File: src/hw/rtl/pmprc_pkg.sv
// ----------------------------------------------------------------------------
// pmprc_pkg - shared types and constants of the PMP region checker
// Field widths, mode/action/kind codes, control bundle of the cell chain.
// ----------------------------------------------------------------------------
`default_nettype none

package pmprc_pkg;

	localparam int DEF_ENTRIES   = 64;
	localparam int DEF_ADDR_BITS = 56;

	localparam int IDX_W     = 6;
	localparam int MODE_W    = 2;
	localparam int PERM_BITS = 3;
	localparam int EADDR_W   = 54;
	localparam int AADDR_W   = 56;
	localparam int LEN_W     = 4;
	localparam int KIND_W    = 2;

	// entry address is a word address
	localparam int GRAIN_SHIFT = 2;
	// NA4 region size in bytes
	localparam int NA4_BYTES   = 4;
	// smallest NAPOT region is 8 bytes
	localparam int NAPOT_SHIFT = 3;

	typedef enum logic [MODE_W-1:0] {
		MODE_OFF   = 2'd0,
		MODE_TOR   = 2'd1,
		MODE_NA4   = 2'd2,
		MODE_NAPOT = 2'd3
	} mode_t;

	typedef enum logic {
		ACT_LOAD  = 1'b0,
		ACT_CHECK = 1'b1
	} action_t;

	localparam logic [KIND_W-1:0] KIND_READ  = 2'd0;
	localparam logic [KIND_W-1:0] KIND_WRITE = 2'd1;
	localparam logic [KIND_W-1:0] KIND_EXEC  = 2'd2;

	localparam int PERM_R = 0;
	localparam int PERM_W = 1;
	localparam int PERM_X = 2;

	// control part of one transaction as it moves down the chain
	typedef struct packed {
		logic                 valid;
		action_t              action;
		logic [IDX_W-1:0]     index;
		mode_t                mode;
		logic [PERM_BITS-1:0] perm;
		logic [KIND_W-1:0]    kind;
		logic                 found;
		logic [IDX_W-1:0]     hit_index;
		logic [PERM_BITS-1:0] hit_perm;
	} ctl_t;

	// compare width: holds every bound and the access end, wraps at 64 bits
	function automatic int calc_cw(input int addr_bits);
		int w;
		w = (addr_bits > 57) ? addr_bits : 57;
		return (w + 1 > 64) ? 64 : w + 1;
	endfunction

endpackage

`default_nettype wire

File: src/hw/rtl/pmprc_if.sv
// ----------------------------------------------------------------------------
// pmprc_if - request and response channels of the PMP region checker
// Valid/ready channels with the transaction fields as payload.
// ----------------------------------------------------------------------------
`default_nettype none

interface pmprc_req_if ();
	import pmprc_pkg::*;

	logic               valid;
	logic               ready;
	logic               action;
	logic [IDX_W-1:0]   entry_index;
	logic [MODE_W-1:0]  entry_mode;
	logic               entry_read;
	logic               entry_write;
	logic               entry_exec;
	logic [EADDR_W-1:0] entry_address;
	logic [AADDR_W-1:0] access_address;
	logic [LEN_W-1:0]   access_length;
	logic [KIND_W-1:0]  access_kind;

	modport source (
		output valid, action, entry_index, entry_mode, entry_read, entry_write,
		       entry_exec, entry_address, access_address, access_length, access_kind,
		input  ready
	);
	modport sink (
		input  valid, action, entry_index, entry_mode, entry_read, entry_write,
		       entry_exec, entry_address, access_address, access_length, access_kind,
		output ready
	);
endinterface


`default_nettype wire

File: src/hw/rtl/pmprc_prep.sv
// ----------------------------------------------------------------------------
// pmprc_prep - front stage of the PMP region checker
// Masks addresses, forms access end and NAPOT base/size, feeds the chain.
// ----------------------------------------------------------------------------
`default_nettype none

module pmprc_prep #(
	parameter int ADDR_BITS = pmprc_pkg::DEF_ADDR_BITS,
	parameter int CW        = pmprc_pkg::calc_cw(pmprc_pkg::DEF_ADDR_BITS)
) (
	input  wire logic             clk,
	input  wire logic             arst_n,
	input  wire logic             advance,
	pmprc_req_if.sink             req,
	output pmprc_pkg::ctl_t       ctl,
	output logic [CW-1:0]         d0,
	output logic [CW-1:0]         d1,
	output logic [CW-1:0]         d2
);
	import pmprc_pkg::*;

	localparam logic [CW-1:0] AMASK = CW'((65'd1 << ADDR_BITS) - 65'd1);

	ctl_t              ctl_n, ctl_s1;
	logic [CW-1:0]     d0_n, d1_n, d2_n, d0_s1, d1_s1, d2_s1;
	logic [CW-1:0]     base, nstart, nsize, addr, last;
	logic [EADDR_W:0]  incr, pow;
	logic [EADDR_W-1:0] cleared;

	always_comb begin
		base    = CW'({req.entry_address, GRAIN_SHIFT'(0)}) & AMASK;
		// a+1 clears the trailing ones and sets the lowest zero: 2^k
		incr    = {1'b0, req.entry_address} + (EADDR_W+1)'(1);
		pow     = incr & ~{1'b0, req.entry_address};
		cleared = req.entry_address & incr[EADDR_W-1:0];
		nstart  = CW'({cleared, GRAIN_SHIFT'(0)}) & AMASK;
		nsize   = CW'({pow, NAPOT_SHIFT'(0)});
		addr    = CW'(req.access_address) & AMASK;
		last    = addr + CW'(req.access_length);
	end

	always_comb begin
		ctl_n.valid     = req.valid;
		ctl_n.action    = action_t'(req.action);
		ctl_n.index     = req.entry_index;
		ctl_n.mode      = mode_t'(req.entry_mode);
		ctl_n.perm      = {req.entry_exec, req.entry_write, req.entry_read};
		ctl_n.kind      = req.access_kind;
		ctl_n.found     = 1'b0;
		ctl_n.hit_index = '0;
		ctl_n.hit_perm  = '0;
		if (ctl_n.action == ACT_LOAD) begin
			d0_n = base;
			d1_n = nstart;
			d2_n = nsize;
		end else begin
			d0_n = addr;
			d1_n = last;
			d2_n = '0;
		end
	end

	always_ff @(posedge clk or negedge arst_n) begin
		if (!arst_n) begin
			ctl_s1 <= '0;
		end else if (advance) begin
			ctl_s1 <= ctl_n;
		end
	end

	always_ff @(posedge clk) begin
		if (advance) begin
			d0_s1 <= d0_n;
			d1_s1 <= d1_n;
			d2_s1 <= d2_n;
		end
	end

	assign req.ready = advance;
	assign ctl = ctl_s1;
	assign d0  = d0_s1;
	assign d1  = d1_s1;
	assign d2  = d2_s1;

endmodule

`default_nettype wire

File: src/flat_wrapper.sv
// flat-port wrapper written by rule: the top's interface ports become plain ports
module pmprc_prep_flat import pmprc_pkg::*;
#(
	parameter int ADDR_BITS = pmprc_pkg::DEF_ADDR_BITS,
	parameter int CW        = pmprc_pkg::calc_cw(pmprc_pkg::DEF_ADDR_BITS)
)
  (clk, arst_n, advance, ctl, d0, d1, d2, req_valid, req_action, req_entry_index, req_entry_mode, req_entry_read, req_entry_write, req_entry_exec, req_entry_address, req_access_address, req_access_length, req_access_kind, req_ready);
  pmprc_req_if req_i ();
  input  wire logic clk;
  input  wire logic arst_n;
  input  wire logic advance;
  output pmprc_pkg::ctl_t ctl;
  output logic [CW-1:0] d0;
  output logic [CW-1:0] d1;
  output logic [CW-1:0] d2;
  input wire logic [$bits(req_i.valid)-1:0] req_valid;
  input wire logic [$bits(req_i.action)-1:0] req_action;
  input wire logic [$bits(req_i.entry_index)-1:0] req_entry_index;
  input wire logic [$bits(req_i.entry_mode)-1:0] req_entry_mode;
  input wire logic [$bits(req_i.entry_read)-1:0] req_entry_read;
  input wire logic [$bits(req_i.entry_write)-1:0] req_entry_write;
  input wire logic [$bits(req_i.entry_exec)-1:0] req_entry_exec;
  input wire logic [$bits(req_i.entry_address)-1:0] req_entry_address;
  input wire logic [$bits(req_i.access_address)-1:0] req_access_address;
  input wire logic [$bits(req_i.access_length)-1:0] req_access_length;
  input wire logic [$bits(req_i.access_kind)-1:0] req_access_kind;
  output wire logic [$bits(req_i.ready)-1:0] req_ready;
  assign req_i.valid = req_valid;
  assign req_i.action = req_action;
  assign req_i.entry_index = req_entry_index;
  assign req_i.entry_mode = req_entry_mode;
  assign req_i.entry_read = req_entry_read;
  assign req_i.entry_write = req_entry_write;
  assign req_i.entry_exec = req_entry_exec;
  assign req_i.entry_address = req_entry_address;
  assign req_i.access_address = req_access_address;
  assign req_i.access_length = req_access_length;
  assign req_i.access_kind = req_access_kind;
  assign req_ready = req_i.ready;
  pmprc_prep #(.ADDR_BITS(ADDR_BITS), .CW(CW)) u_core (.clk(clk), .arst_n(arst_n), .advance(advance), .req(req_i), .ctl(ctl), .d0(d0), .d1(d1), .d2(d2));
endmodule
File: config.mk
export PLATFORM = sky130hd
export DESIGN_NAME = pmprc_prep_flat
export DESIGN_NICKNAME = d
export VERILOG_FILES = /design/src/hw/rtl/pmprc_pkg.sv /design/src/hw/rtl/pmprc_if.sv /design/src/hw/rtl/pmprc_prep.sv /design/src/flat_wrapper.sv
export SDC_FILE = /design/constraint.sdc
export NUM_CORES = 1
export LEC_CHECK = 0
export BUFFER_PORTS_ARGS = -buffer_cell sky130_fd_sc_hd__buf_2
export CAP_MARGIN = 20
export CORE_MARGIN = 1.5
export CORE_UTILIZATION = 33
export DETAILED_ROUTE_END_ITERATION = 10
export PLACE_DENSITY = 0.59
export SETUP_SLACK_MARGIN = 0.02
export SYNTH_ARGS = -nofsm -noshare
export SYNTH_HDL_FRONTEND = slang
export SYNTH_SLANG_ARGS = --single-unit
File: constraint.sdc
create_clock -name clk -period 2 [get_ports clk]
set_input_delay 0.1 -clock clk [delete_from_list [all_inputs] [get_ports clk]]
set_output_delay 0.1 -clock clk [all_outputs]
set_load 0.02 [all_outputs]
==> results_dict.tcl <==
set metrics [dict create \
    die_h_um 171.8 \
    min_period_ns 1.852 \
    fin_util_pct 48.09 \
    grt-busiest-layer "met2" \
    maxCapViolCount 0 \
    cpLargestDelayFamily "simple AND/OR/NAND/NOR gates" \
    cp-start-kind "primary input" \
    place_hpwl_mm 25.59 \
    ys_seq_area_share_pct 57.61 \
    grt_overflow 0 \
    synth_top_cell_by_area "edfxtp_1" \
    cp-end-kind "flop" \
    path_depth 6 \
    cts_root_buf "clkbuf_16" \
    post-cts-setup-buffers 0 \
    grt_max_degree 54 \
    status "finished clean" \
    layout_setup_ws_ns 0.1480 \
    ant_nets 0 \
    routedWlPerCell_um 19.69 \
    timing.rr.end "u_core.ctl[12]" \
    netlist_area_um2 9408 \
    synth_edf_count 168 \
    antennaDiodeCount 0 \
    clk_pin_slew_worst_paths_ns 0.07 \
    setup-violations-final 0 \
    netlist_instances 844 \
    start_util_pct 33.68 \
    rrSetupSlack_ns 1.23 \
    cts.sinks 183 \
    synthFlopType "edfxtp_1" \
    area_growth_pct 42.79 \
    slew_headroom_pct 58.38 \
    p_leak_nw 5.451 \
    drt-total-wl_mm 33.68 \
    grt_use_total_pct 22.59 \
    gp_congestion 0.8861 \
    ys_top_cells_by_area "edfxtp_1, nand2_1, mux2_2, dfrtp_1, xnor2_1" \
    total_power_mw 9.941 \
    first_iter_violations 670 \
    min_path_cells 2 \
    globalRouteMet1Util_pct 30.00 \
    via_per_inst 5.165 \
    min-delay-start "req_entry_address[30]" \
    max_slew.worst_pin.slew_ns 0.6196 \
    yosys.area.top_type_share_pct 53.62 \
    cts_tree "done" \
    crit_path_top_delay_cell "or4_4" \
    fmax_mhz 540.0 \
    h-tree-depth 4 \
    whs_ns 0.01927 \
    path_buf_inv 1 \
    coreArea_um2 27930 \
    met3_usage_pct 4.648 \
    cts_max_path_buffers 2 \
    grt_pass1_wl_mm 49.37 \
    arrival_ns 2.15 \
    hp-class "in -> reg" \
    layout.nets 1457 \
    pin_count 332 \
    avgSynthCellArea_um2 11.15 \
    drive_gt1_share_pct 41.71 \
    crit_type "in -> reg" \
    numPortBuffers 315 \
    min_to "u_core.d2[33]" \
    async_reset_ff_share_pct 8.197 \
    ys_seq_elements 183 \
    grt_pass1_vias 8558 \
    dr.pass1.iters 5 \
    vias 8837 \
    cp_max_fo 10 \
    clock_skew_ns 0 \
    hold_viol 0 \
    num_rows 61 \
    met2_usage_pct 37.99 \
    antenna_found_initial 2 \
    clk_latency_ns 0.44 \
    critical_path.cell_chain "buf_2 -> nand3_1 -> or4_4 -> or4_4 -> or4_1 -> nand3_1" \
    grt_setup_unrepaired "true" \
    cts_buffers 17 \
    p_per_area_nw_per_um2 740.1 \
    drc 0 \
    reg2reg_from "u_core.ctl[12]" \
    ir_drop_uv 496.0 \
    slew_viol_final 0 \
    synth.yosys.warnings 0 \
    dieArea_um2 29530 \
    fin_crit_sh_pct 92.60 \
    critPathRequiredTime_ns 2.30 \
    ys_types 57 \
    die_x_um 171.8 \
    slowest_delay_ns 0.60 \
    place_ws_ns -0.3938 \
    rr_worst_depth 1 \
]
==> registers in the layout, summed over array words and instances (netlist names) <==
register / cells
u_core.d1: 57
u_core.d0: 56
u_core.ctl: 15
u_core.d2: 55
==> layer usage <==
layer	wire length, um	part of all wire [%]
met1	14240	42
met2	16190	48
met3	2882	8.6
met4	348	1.0
met5	24	0.071
==> where the power goes <==
part / switching, mW / total [mW] / leakage, nW / internal [mW]
Combinational: 1.16 / 1.87 / 3.37 / 0.711
Clock: 1.60 / 3.45 / 0.282 / 1.85
Sequential: 0.0992 / 4.62 / 1.80 / 4.52
==> Yosys cell counts (11+ instances only) <==
| cell | n |
|---|---|
| a21o_1 | 13 |
| and4_1 | 15 |
| buf_4 | 17 |
| clkbuf_1 | 35 |
| dfrtp_1 | 15 |
| edfxtp_1 | 168 |
| inv_1 | 18 |
| mux2_2 | 34 |
| nand2_1 | 105 |
| nand2b_1 | 11 |
| nand3_1 | 51 |
| nand4_1 | 42 |
| nor2_1 | 29 |
| nor3_1 | 43 |
| nor4_1 | 35 |
| o211ai_1 | 18 |
| o21ai_0 | 39 |
| o22ai_1 | 11 |
| or4_1 | 11 |
| xnor2_1 | 34 |
==> through the flow <==
step | cells | TNS [ns] | area (um2)
2_1_floorplan | 859 | -0.3372 | 9510
3_3_place_gp | 1649 | -8.417 | 12530
3_5_place_dp | 1649 | -8.575 | 12530
4_1_cts | 1711 | 0 | 13410
5_1_grt | 1711 | 0 | 13430
6_report | 1711 | 0 | 13430
==> worst max path at each step <==
stage,startpoint,end
after floorplan,req_access_address[12],u_core.d1[51]
after global placement,req_access_address[23],u_core.d1[50]
after detailed placement,req_access_address[23],u_core.d1[50]
after CTS,req_entry_address[33],u_core.d2[44]
after global routing,req_entry_address[33],u_core.d1[41]
final,req_access_address[23],u_core.d1[53]
==> final cells by class <==
type                       count  area [um2]
timing repair buffer         503        3149
sequential                   183        5420
tap                          378       473.0
multi-input combinational    596        3739
clock buffer                  18       429.2
fill                        2699       14500
inverter                      19       71.32
clock inverter                14       151.4
==> layout by cell type (no fill, tap or decap), types with 34 or more instances in the layout <==
cell,instances
buf_2,313
buf_4,153
edfxtp_1,168
mux2_2,34
nand2_1,105
nand3_1,51
nand4_1,42
nor3_1,42
o21ai_0,39
xnor2_1,34
==> cell families (layout without fill, tap and decap cells) <==
logic type | after synthesis | count (layout) | synth area share, %
xor gates and xnor gates | 39 | 39 | 3.631
muxes | 35 | 35 | 4.176
buffers and inverters | 80 | 554 | 3.897
DFF | 183 | 183 | 57.61
AOI/OAI and AO/OA | 108 | 108 | 7.408
and+or+nand+nor | 393 | 393 | 22.49
other | 1 | 16 | 0.03986
adders and majority gates | 5 | 5 | 0.7448
==> repair_timing <==
action,CTS,global route
setup endpoints to repair,0,7
resized for setup,0,4
hold buffers,30,0
endpoints found under the hold margin,47,0
Power figures use the tool's default switching activity.
